$ cat config.mk
export PLATFORM = sky130hd
export DESIGN_NAME = log_segment_sparse_indexer_core
export DESIGN_NICKNAME = d
export VERILOG_FILES = /design/src/rtl/lssi_pkg.sv /design/src/rtl/lssi_out_fifo.sv /design/src/rtl/lssi_parser.sv /design/src/rtl/log_segment_sparse_indexer_core.sv
export SDC_FILE = /design/constraint.sdc
export NUM_CORES = 2
export LEC_CHECK = 0
export BUFFER_PORTS_ARGS = -buffer_cell sky130_fd_sc_hd__buf_2
export CORE_AREA = 10 10 416 418
export CTS_CLUSTER_SIZE = 25
export DETAILED_ROUTE_END_ITERATION = 8
export DIE_AREA = 0 0 426 428
export PLACE_DENSITY = 0.59
export SLEW_MARGIN = 20
export SYNTH_ARGS = -nofsm -noshare
export SYNTH_HDL_FRONTEND = slang
export SYNTH_SLANG_ARGS = --single-unit
$ cat constraint.sdc
create_clock -name clk_i -period 11.4 [get_ports clk_i]
set_input_delay 0.57 -clock clk_i [delete_from_list [all_inputs] [get_ports clk_i]]
set_output_delay 0.57 -clock clk_i [all_outputs]
set_load 0.05 [all_outputs]
$ cat src/rtl/lssi_pkg.sv
// Shared types and constants for the log segment sparse indexer.
// No dependencies; imported by every module of the block.
`default_nettype none

package lssi_pkg;

  // Header parse phases
  typedef enum logic [2:0] {
    PH_LEN   = 3'd0,
    PH_FLAGS = 3'd1,
    PH_COUNT = 3'd2,
    PH_FIRST = 3'd3,
    PH_SPAN  = 3'd4,
    PH_BODY  = 3'd5
  } phase_e;

  // Result kinds
  typedef enum logic {
    KIND_ENTRY   = 1'b0,
    KIND_SUMMARY = 1'b1
  } kind_e;

  // Configuration register indexes
  typedef enum logic {
    CFG_SEQ_ORIGIN = 1'b0,
    CFG_CKPT_STEP  = 1'b1
  } cfg_idx_e;

  localparam int unsigned SPARSE_BIT      = 6;
  localparam int unsigned VARINT_LAST_IDX = 4;
  localparam int unsigned SEQ_LAST_IDX    = 7;
  localparam logic [31:0] STEP_RESET      = 32'd4096;

  localparam int unsigned FIFO_DEPTH = 4;
  localparam int unsigned FIFO_AW    = $clog2(FIFO_DEPTH);
  localparam int unsigned FIFO_CW    = $clog2(FIFO_DEPTH + 1);

  typedef struct packed {
    kind_e       kind;
    logic [31:0] rel_seqnum;
    logic [31:0] byte_offset;
    logic [63:0] abs_last_seqnum;
    logic        truncated;
    logic        last_result;
  } result_t;

  // Up to two result words produced by one byte; slot 1 is used only with slot 0
  typedef struct packed {
    logic    vld0;
    logic    vld1;
    result_t res0;
    result_t res1;
  } push_t;

endpackage

`default_nettype wire

$ cat src/rtl/lssi_out_fifo.sv
// Result queue of the log segment sparse indexer: takes up to two words per cycle.
// Depends on lssi_pkg for the result and push types.
`default_nettype none

module lssi_out_fifo
  import lssi_pkg::*;
(
  input  wire logic    clk_i,
  input  wire logic    rst_ni,
  input  wire push_t   push_i,
  output logic         room_o,
  output logic         out_valid_o,
  input  wire logic    out_ready_i,
  output result_t      out_word_o
);

  result_t              mem_q [FIFO_DEPTH];
  logic [FIFO_AW-1:0]   wr_ptr_q, wr_ptr_d;
  logic [FIFO_AW-1:0]   rd_ptr_q, rd_ptr_d;
  logic [FIFO_CW-1:0]   count_q, count_d;
  logic                 pop;
  logic [FIFO_AW-1:0]   wr_ptr_p1;

  assign out_valid_o = (count_q != '0);
  assign out_word_o  = mem_q[rd_ptr_q];
  assign pop         = out_valid_o && out_ready_i;
  // Room for a full two-word push, whatever leaves this cycle
  assign room_o      = (count_q <= FIFO_CW'(FIFO_DEPTH - 2));
  assign wr_ptr_p1   = wr_ptr_q + FIFO_AW'(1);

  always_comb begin
    wr_ptr_d = wr_ptr_q;
    if (push_i.vld0) begin
      wr_ptr_d = push_i.vld1 ? wr_ptr_q + FIFO_AW'(2) : wr_ptr_p1;
    end
    rd_ptr_d = pop ? rd_ptr_q + FIFO_AW'(1) : rd_ptr_q;
    count_d  = count_q + FIFO_CW'(push_i.vld0) + FIFO_CW'(push_i.vld1) - FIFO_CW'(pop);
  end

  always_ff @(posedge clk_i or negedge rst_ni) begin
    if (!rst_ni) begin
      wr_ptr_q <= '0;
      rd_ptr_q <= '0;
      count_q  <= '0;
    end else begin
      wr_ptr_q <= wr_ptr_d;
      rd_ptr_q <= rd_ptr_d;
      count_q  <= count_d;
    end
  end

  always_ff @(posedge clk_i) begin
    if (push_i.vld0) begin
      mem_q[wr_ptr_q] <= push_i.res0;
    end
    if (push_i.vld1) begin
      mem_q[wr_ptr_p1] <= push_i.res1;
    end
  end

endmodule

`default_nettype wire

$ cat src/rtl/lssi_parser.sv
// Byte-level bundle header parser: input register, parse state and one-step update.
// Depends on lssi_pkg for phases, result types and constants.
`default_nettype none

module lssi_parser
  import lssi_pkg::*;
#(
  parameter int unsigned OFFSET_BITS = 32
) (
  input  wire logic        clk_i,
  input  wire logic        rst_ni,
  input  wire logic        in_valid_i,
  output logic             in_ready_o,
  input  wire logic [7:0]  data_byte_i,
  input  wire logic        end_of_segment_i,
  input  wire logic [63:0] seq_origin_i,
  input  wire logic [31:0] checkpoint_step_i,
  input  wire logic        room_i,
  output push_t            push_o
);

  // Input register
  logic        in_vld_q;
  logic [7:0]  byte_q;
  logic        eos_q;
  logic        fire;

  // Parse state
  phase_e                 phase_q, phase_d;
  logic [31:0]            acc_q, acc_d;
  logic [2:0]             shift_q, shift_d;
  logic                   sparse_q, sparse_d;
  logic [31:0]            len_q, len_d;
  logic [31:0]            left_q, left_d;
  logic [31:0]            msg_q, msg_d;
  logic [31:0]            first_q, first_d;
  logic [31:0]            next_q, next_d;
  logic [OFFSET_BITS-1:0] off_q, off_d;
  logic [OFFSET_BITS-1:0] start_q, start_d;
  logic [OFFSET_BITS-1:0] ckpt_q, ckpt_d;
  logic                   bogus_q, bogus_d;

  // Step helpers
  logic [OFFSET_BITS-1:0] p_after;
  logic [31:0]            vt_acc;
  logic                   vt_done;
  logic [4:0]             vt_shamt;
  logic                   ck;
  logic [31:0]            ck_raw;
  logic                   fin;
  logic [31:0]            fin_first;
  logic [31:0]            fin_next;
  logic [31:0]            fr;
  logic [31:0]            last_rel;
  logic                   trunc;
  logic                   entry;
  result_t                ent_res;
  result_t                sum_res;

  assign fire       = in_vld_q && room_i;
  assign in_ready_o = !in_vld_q || fire;

  always_ff @(posedge clk_i or negedge rst_ni) begin
    if (!rst_ni) begin
      in_vld_q <= 1'b0;
    end else if (in_ready_o) begin
      in_vld_q <= in_valid_i;
    end
  end

  always_ff @(posedge clk_i) begin
    if (in_ready_o && in_valid_i) begin
      byte_q <= data_byte_i;
      eos_q  <= end_of_segment_i;
    end
  end

  assign p_after  = off_q + OFFSET_BITS'(1);
  assign vt_shamt = 5'(shift_q) * 5'd7;
  assign vt_acc   = acc_q | ({25'd0, byte_q[6:0]} << vt_shamt);
  assign vt_done  = !byte_q[7] || (shift_q >= 3'(VARINT_LAST_IDX));

  always_comb begin
    phase_d   = phase_q;
    acc_d     = acc_q;
    shift_d   = shift_q;
    sparse_d  = sparse_q;
    len_d     = len_q;
    left_d    = left_q;
    msg_d     = msg_q;
    first_d   = first_q;
    next_d    = next_q;
    off_d     = p_after;
    start_d   = start_q;
    ckpt_d    = ckpt_q;
    bogus_d   = bogus_q;
    ck        = 1'b0;
    ck_raw    = '0;
    fin       = 1'b0;
    fin_first = '0;
    fin_next  = '0;
    fr        = first_q;
    entry     = 1'b0;
    last_rel  = '0;
    trunc     = 1'b0;

    if (phase_q != PH_LEN && left_q != '0) begin
      left_d = left_q - 32'd1;
    end

    case (phase_q)
      PH_LEN: begin
        if (shift_q == '0 && acc_q == '0) begin
          start_d = off_q;
        end
        if (vt_done) begin
          len_d   = vt_acc;
          left_d  = vt_acc;
          acc_d   = '0;
          shift_d = '0;
          phase_d = PH_FLAGS;
        end else begin
          acc_d   = vt_acc;
          shift_d = shift_q + 3'd1;
        end
      end
      PH_FLAGS: begin
        sparse_d = byte_q[SPARSE_BIT];
        acc_d    = '0;
        shift_d  = '0;
        if (byte_q[5:2] != 4'd0) begin
          ck     = 1'b1;
          ck_raw = {28'd0, byte_q[5:2]};
        end else begin
          phase_d = PH_COUNT;
        end
      end
      PH_COUNT: begin
        if (vt_done) begin
          ck     = 1'b1;
          ck_raw = vt_acc;
        end else begin
          acc_d   = vt_acc;
          shift_d = shift_q + 3'd1;
        end
      end
      PH_FIRST: begin
        // Only the low four bytes survive the 32-bit relative value
        if (!shift_q[2]) begin
          fr = first_q | ({24'd0, byte_q} << {shift_q[1:0], 3'b000});
        end
        if (shift_q == 3'(SEQ_LAST_IDX)) begin
          shift_d = '0;
          acc_d   = '0;
          first_d = fr - seq_origin_i[31:0];
          if (msg_q != 32'd1) begin
            phase_d = PH_SPAN;
          end else begin
            fin       = 1'b1;
            fin_first = first_d;
            fin_next  = first_d + 32'd1;
          end
        end else begin
          first_d = fr;
          shift_d = shift_q + 3'd1;
        end
      end
      PH_SPAN: begin
        if (vt_done) begin
          shift_d   = '0;
          acc_d     = '0;
          fin       = 1'b1;
          fin_first = first_q;
          fin_next  = first_q + vt_acc + 32'd2;
        end else begin
          acc_d   = vt_acc;
          shift_d = shift_q + 3'd1;
        end
      end
      default: begin
        if (left_d == '0) begin
          phase_d = PH_LEN;
        end
      end
    endcase

    // Count known: clamp bogus counts, then go on to the sparse fields or finish
    if (ck) begin
      bogus_d = (ck_raw > len_q);
      msg_d   = bogus_d ? 32'd1 : ck_raw;
      acc_d   = '0;
      shift_d = '0;
      if (sparse_d) begin
        first_d = '0;
        phase_d = PH_FIRST;
      end else begin
        fin       = 1'b1;
        fin_first = next_q;
        fin_next  = next_q + msg_d;
      end
    end

    // Header done
    if (fin) begin
      next_d = fin_next;
      if (p_after >= ckpt_q || bogus_d) begin
        entry = 1'b1;
        if (bogus_d) begin
          ckpt_d = OFFSET_BITS'(32'(p_after) + left_d);
        end else begin
          ckpt_d = OFFSET_BITS'(32'(start_q) + checkpoint_step_i);
        end
      end
      phase_d = (left_d != '0) ? PH_BODY : PH_LEN;
    end

    if (eos_q) begin
      last_rel = (next_d != '0) ? next_d - 32'd1 : '0;
      trunc    = (phase_d != PH_LEN) || (shift_d != '0) || (acc_d != '0);
      // Start a fresh segment at offset zero
      phase_d  = PH_LEN;
      acc_d    = '0;
      shift_d  = '0;
      sparse_d = 1'b0;
      len_d    = '0;
      left_d   = '0;
      msg_d    = '0;
      first_d  = '0;
      next_d   = '0;
      off_d    = '0;
      start_d  = '0;
      ckpt_d   = '0;
      bogus_d  = 1'b0;
    end
  end

  always_comb begin
    ent_res.kind            = KIND_ENTRY;
    ent_res.rel_seqnum      = fin_first;
    ent_res.byte_offset     = 32'(start_q);
    ent_res.abs_last_seqnum = '0;
    ent_res.truncated       = 1'b0;
    ent_res.last_result     = !eos_q;

    sum_res.kind            = KIND_SUMMARY;
    sum_res.rel_seqnum      = last_rel;
    sum_res.byte_offset     = '0;
    sum_res.abs_last_seqnum = seq_origin_i + 64'(last_rel);
    sum_res.truncated       = trunc;
    sum_res.last_result     = 1'b1;

    push_o.vld0 = fire && (entry || eos_q);
    push_o.vld1 = fire && entry && eos_q;
    push_o.res0 = entry ? ent_res : sum_res;
    push_o.res1 = sum_res;
  end

  always_ff @(posedge clk_i or negedge rst_ni) begin
    if (!rst_ni) begin
      phase_q  <= PH_LEN;
      acc_q    <= '0;
      shift_q  <= '0;
      sparse_q <= 1'b0;
      len_q    <= '0;
      left_q   <= '0;
      msg_q    <= '0;
      first_q  <= '0;
      next_q   <= '0;
      off_q    <= '0;
      start_q  <= '0;
      ckpt_q   <= '0;
      bogus_q  <= 1'b0;
    end else if (fire) begin
      phase_q  <= phase_d;
      acc_q    <= acc_d;
      shift_q  <= shift_d;
      sparse_q <= sparse_d;
      len_q    <= len_d;
      left_q   <= left_d;
      msg_q    <= msg_d;
      first_q  <= first_d;
      next_q   <= next_d;
      off_q    <= off_d;
      start_q  <= start_d;
      ckpt_q   <= ckpt_d;
      bogus_q  <= bogus_d;
    end
  end

endmodule

`default_nettype wire

$ cat src/rtl/log_segment_sparse_indexer_core.sv
// Top level of the log segment sparse indexer: config registers, parser and result queue.
// Depends on lssi_pkg, lssi_parser and lssi_out_fifo.
`default_nettype none

// The block reads a log segment one byte per word on the input channel, with
// end_of_segment_i high on the final byte. It walks each bundle header (varint
// length, flag byte, message count from the flags or a varint, and for sparse
// bundles a 64-bit first sequence number and, for counts other than 1, a varint span) and tracks the next
// relative sequence number. Whenever a header completes at or past the current
// checkpoint an index entry (result_kind 0: relative first sequence number and
// bundle start offset) is queued, and the checkpoint moves to bundle start plus
// checkpoint_step. A message count larger than its bundle length is taken as 1,
// always indexed, and pushes the checkpoint to that bundle's end. The final
// byte adds a summary (result_kind 1) with the last relative and absolute
// sequence numbers and a truncation flag, after which parsing restarts at
// offset 0. last_result_o marks the final word caused by each byte. Rate: one
// byte per cycle; each byte passes through an input register and the header
// logic into a four-word result queue, and the parser takes a byte only
// while the queue has room for two words, so back-pressure on the output
// stalls input once three or more words wait in the queue. The result words
// of an accepted byte are written into the queue as the byte leaves the input
// register. Write the sequence origin (index 0) and checkpoint_step (index 1)
// only while the block is idle; cfg_ready_o is always high. Byte offsets are
// kept modulo 2^OFFSET_BITS.
module log_segment_sparse_indexer_core
  import lssi_pkg::*;
#(
  parameter int unsigned OFFSET_BITS = 32
) (
  input  wire logic        clk_i,
  input  wire logic        rst_ni,
  // Configuration write channel
  input  wire logic        cfg_valid_i,
  output logic             cfg_ready_o,
  input  wire logic        cfg_index_i,
  input  wire logic [63:0] cfg_data_i,
  // Byte input channel
  input  wire logic        in_valid_i,
  output logic             in_ready_o,
  input  wire logic [7:0]  data_byte_i,
  input  wire logic        end_of_segment_i,
  // Result channel
  output logic             out_valid_o,
  input  wire logic        out_ready_i,
  output logic             result_kind_o,
  output logic [31:0]      rel_seqnum_o,
  output logic [31:0]      byte_offset_o,
  output logic [63:0]      abs_last_seqnum_o,
  output logic             truncated_o,
  output logic             last_result_o
);

  logic [63:0] seq_origin_q;
  logic [31:0] ckpt_step_q;
  push_t       push;
  logic        room;
  result_t     out_word;

  // Configuration registers: always ready, written on the handshake
  assign cfg_ready_o = 1'b1;

  always_ff @(posedge clk_i or negedge rst_ni) begin
    if (!rst_ni) begin
      seq_origin_q <= '0;
      ckpt_step_q  <= STEP_RESET;
    end else if (cfg_valid_i) begin
      case (cfg_idx_e'(cfg_index_i))
        CFG_SEQ_ORIGIN: seq_origin_q <= cfg_data_i;
        CFG_CKPT_STEP:  ckpt_step_q  <= cfg_data_i[31:0];
        default:        seq_origin_q <= seq_origin_q;
      endcase
    end
  end

  // Header parser: one byte per cycle while the queue has room, up to two result words per byte
  lssi_parser #(
    .OFFSET_BITS (OFFSET_BITS)
  ) u_parser (
    .clk_i             (clk_i),
    .rst_ni            (rst_ni),
    .in_valid_i        (in_valid_i),
    .in_ready_o        (in_ready_o),
    .data_byte_i       (data_byte_i),
    .end_of_segment_i  (end_of_segment_i),
    .seq_origin_i      (seq_origin_q),
    .checkpoint_step_i (ckpt_step_q),
    .room_i            (room),
    .push_o            (push)
  );

  // Result queue decouples the output handshake from parsing
  lssi_out_fifo u_out_fifo (
    .clk_i       (clk_i),
    .rst_ni      (rst_ni),
    .push_i      (push),
    .room_o      (room),
    .out_valid_o (out_valid_o),
    .out_ready_i (out_ready_i),
    .out_word_o  (out_word)
  );

  assign result_kind_o     = out_word.kind;
  assign rel_seqnum_o      = out_word.rel_seqnum;
  assign byte_offset_o     = out_word.byte_offset;
  assign abs_last_seqnum_o = out_word.abs_last_seqnum;
  assign truncated_o       = out_word.truncated;
  assign last_result_o     = out_word.last_result;

endmodule

`default_nettype wire

==> out/qor.yml <==
logic_synthesis:
  synth_top_cell_area_share_pct: 20.8
  synth_top_cell_by_area: "sky130_fd_sc_hd__edfxtp_1"
  netlist_top_cells_count: "sky130_fd_sc_hd__nor2_1, sky130_fd_sc_hd__nand2_1, sky130_fd_sc_hd__o21ai_0, sky130_fd_sc_hd__a21oi_1, sky130_fd_sc_hd__dfrtp_1"
  syn-cell-area_um2: 57300
  synth_nets: 6446
  synth_async_sr_flop_share_pct: 42.9
  synth_flop_cell: "sky130_fd_sc_hd__dfrtp_1"
  syn_area_per_cell_um2: 9.45
  share_of_the_yosys_chip_area_belonging_to_registers_pct: 43.1
  synthTopCellsByArea: "sky130_fd_sc_hd__edfxtp_1, sky130_fd_sc_hd__dfrtp_1, sky130_fd_sc_hd__ha_1"
  ys_ff_latch: 933
  yosysWarningCount: 0
  yosysMostFrequentCell: "sky130_fd_sc_hd__nor2_1"
  synth-edff-count: 397
  post_synth_num_cell_types: 117
  synthesis.instances: 6059
clock_network:
  tritoncts_num_sinks: 933
  cts_htree_levels: 3
  clk_pin_slew_worst_paths_ns: 0.06
  tritoncts: "yes"
  clk_path_buf_depth: 3
  insertion_delay_of_the_later_clocked_pin_in_the_worst_skew_pair_ns: 0.79
  cts_inserted_buffers: 105
  root_buffer: "sky130_fd_sc_hd__clkbuf_16"
pwr:
  power_per_standard_cell_area_nw_per_um2: 298
  p_sw_share_pct: 48.5
  cellInternalPower_mw: 10.6
  comb_power_share_pct: 60.5
  p_total_mw: 20.7
  seq_power_share_pct: 21.8
  switching_power_mw: 10.0
  leakagePower_nw: 28.9
  ir_drop_mv: 0.305
  p_clk_share_pct: 17.8
timing:
  slew_headroom_pct: 22.8
  grt_setup_unrepaired: "true"
  final.setup_skew_ns: 0.0953
  setup_slack_ns: -0.131
  period_needed_ns: 11.53
  hold_viol_final: 0
  setup_violations: 127
  max_freq_mhz: 86.7
  number_of_max_slew_violations_in_the_final_report: 0
  worst_pin_slew_ns: 1.16
  fin_tns_setup_ns: -9.11
  period_share_pct: 101
cells_and_area:
  syn2layout_area_growth_pct: 21.0
  finish.net_count: 6951
  num-fill-cells: 15900
  drive_above_1_share_pct: 20.7
floorplan:
  design.portCount: 213
  fp-row-count: 149
  fp.coreArea_um2: 164000
  design.die.area_um2: 182000
  floorplan.initialDensity_pct: 34.8
  floorplan.die.width_um: 426
  chipHeight_um: 428
drt:
  avgRoutedWirePerCell_um: 24.8
  drcViolationCount: 0
  totalWireLength_um: 219000
  first_iter_violations: 5510
  detailedRoute.firstPassIterationCount: 9
  route.vias.total: 51000
  final_antenna_net_count: 0
  drt-vias-per-instance: 5.77
setup_path:
  worstPathMaxFanout: 8
  cp_slowest_stage_delay_ns: 0.59
  critPathLaunchType: "flip-flop"
  critical_path_class: "flip-flop to flip-flop"
  crit_top_cell: "sky130_fd_sc_hd__buf_4"
  crit_arrival_ns: 12.01
  timing.critical_path.required_ns: 11.88
  endpoint_class_of_the_critical_path: "flip-flop"
  critPathSlowestCell: "sky130_fd_sc_hd__fa_2"
run_status:
  run_status: "finished with violations"
  failed_checks: "negative setup slack"
grt:
  globalRouteTotalUtil_pct: 23.0
  first_global_vias: 48900
  grt_max_degree: 155
  grt_first_pass_wirelength_um: 322000
  grt_antenna_before_repair: 4
  grt-ovfl-total: 0
hold_path:
  hold_path_class: "primary input to flip-flop"
placement:
  placement.setup.worst_slack_ns: -0.971
  count_of_input_and_output_buffers: 211
  detailed_place_hpwl_um: 159000
  globalplace.congestion: 0.978
job:
  drv.max_cap_violation_count: 0
-- final timing paths --
| kind | from | to | slack [ns] | depth (start not counted) |
|---|---|---|---|---|
| worst max register to register | u_parser.shift_q[2]$_DFFE_PN0P_ | u_out_fifo.mem_q[2][42]$_DFFE_PP_ | -0.13 | 57 |
| worst min-delay path | cfg_data_i[38] | seq_origin_q[38]$_DFFE_PN0P_ | 0.04 | 2 |
| worst min register to register | u_out_fifo.mem_q[2][130]$_SDFFE_PP1P_ | u_out_fifo.mem_q[2][130]$_SDFFE_PP1P_ | 0.44 | 2 |
| worst max-delay path | u_parser.shift_q[2]$_DFFE_PN0P_ | u_out_fifo.mem_q[2][42]$_DFFE_PP_ | -0.13 | 57 |
| max in group asynchronous | rst_ni | seq_origin_q[35]$_DFFE_PN0P_ | 8.80 | 4 |
| min in group asynchronous | rst_ni | u_parser.acc_q[25]$_DFFE_PN0P_ | 0.41 | 2 |
-- layout by cell type (no fill, tap or decap), types with 104 or more instances in the layout --
| cell | instances |
|---|---|
| sky130_fd_sc_hd__nor2_1 | 821 |
| sky130_fd_sc_hd__nand2_1 | 593 |
| sky130_fd_sc_hd__buf_4 | 467 |
| sky130_fd_sc_hd__o21ai_0 | 431 |
| sky130_fd_sc_hd__a21oi_1 | 405 |
| sky130_fd_sc_hd__dfrtp_1 | 397 |
| sky130_fd_sc_hd__edfxtp_1 | 397 |
| sky130_fd_sc_hd__ha_1 | 284 |
| sky130_fd_sc_hd__inv_1 | 217 |
| sky130_fd_sc_hd__buf_2 | 210 |
| sky130_fd_sc_hd__dfxtp_1 | 136 |
| sky130_fd_sc_hd__mux4_2 | 131 |
| sky130_fd_sc_hd__xnor2_1 | 130 |
| sky130_fd_sc_hd__xor2_1 | 114 |
| sky130_fd_sc_hd__clkbuf_16 | 109 |
| sky130_fd_sc_hd__a22o_1 | 107 |
| sky130_fd_sc_hd__a21o_1 | 104 |
-- metal layers --
layer  wire, um  GRT usage, %  vias to the layer above
met5         27             0                        -
met4      14500          13.1                        4
met3      16400          3.45                      495
met2      98600          35.6                     2231
met1      89800          30.4                    25200
li1           -             -                    23100
-- sequential cells by signal (all words and copies together) (netlist names), 2 cells and up --
signal               cells
ckpt_step_q             32
seq_origin_q            64
u_out_fifo.count_q       3
u_out_fifo.mem_q       524
u_out_fifo.rd_ptr_q      2
u_out_fifo.wr_ptr_q      2
u_parser.acc_q          32
u_parser.byte_q          8
u_parser.ckpt_q         32
u_parser.first_q        32
u_parser.left_q         32
u_parser.len_q          32
u_parser.msg_q          32
u_parser.next_q         32
u_parser.off_q          32
u_parser.phase_q         3
u_parser.shift_q         3
u_parser.start_q        32
-- area by class of cell --
type	instances	area [um2]	area share, %
well taps	2189	2740	3.95
clock inverters	44	716	1.03
diodes	1	2.50	0.00361
clock buffers	150	3020	4.36
multi-input cells	4557	31900	46.0
flip-flops and latches	933	24700	35.6
inverters	223	837	1.21
repair buffers	744	5410	7.80
-- through the flow --
stage	instances	utilization, %	cell area [um2]	hold WS (ns)
floorplan	6059	-	57300	0.274
global placement	8546	38.5	63200	0.427
detailed placement	8546	38.5	63200	0.432
CTS	8801	41.5	68300	0.000184
global route	8840	42.1	69300	0.0251
finish	8841	42.1	69300	0.0429
-- cell families after synthesis --
group	after synthesis	synth area share (%)
AOI/OAI and AO/OA	1660	18.5
xor gates and xnor gates	278	4.25
adders and majority gates	308	6.86
buffers and inverters	569	3.96
DFF	933	43.1
muxes	227	6.97
other	1	0.00655
and+or+nand+nor	2083	16.4
-- power groups by stage --
stage,Sequential [mW],Combinational (mW),Clock (mW)
final,4.50,12.5,3.67
after global routing,4.54,13.3,3.84
after CTS,4.48,12.0,3.71
after detailed placement,4.54,11.6,0
after global placement,4.53,11.5,0
after floorplan,4.33,7.01,0
-- what timing repair did --
action	in CTS	in global routing
cloned	2	2
hold endpoints to repair	119	0
hold buffers	32	0
endpoints found under the setup margin	205	218
setup buffers	29	41
gates resized for setup	148	140
pin swaps	108	162
-- critical path: cells and delay by family (launching register included) --
| family | cells | cell delay (ns) |
|---|---|---|
| adder cells (fa/ha/maj) | 6 | 2.17 |
| XOR/XNOR | 1 | 0.27 |
| flip-flops | 1 | 0.41 |
| AO/OA/AOI/OAI | 23 | 4.39 |
| multiplexers | 2 | 0.36 |
| buffers and inverters | 11 | 1.65 |
| AND/OR/NAND/NOR | 14 | 1.97 |
No activity file was read; power rests on OpenSTA's default activity.
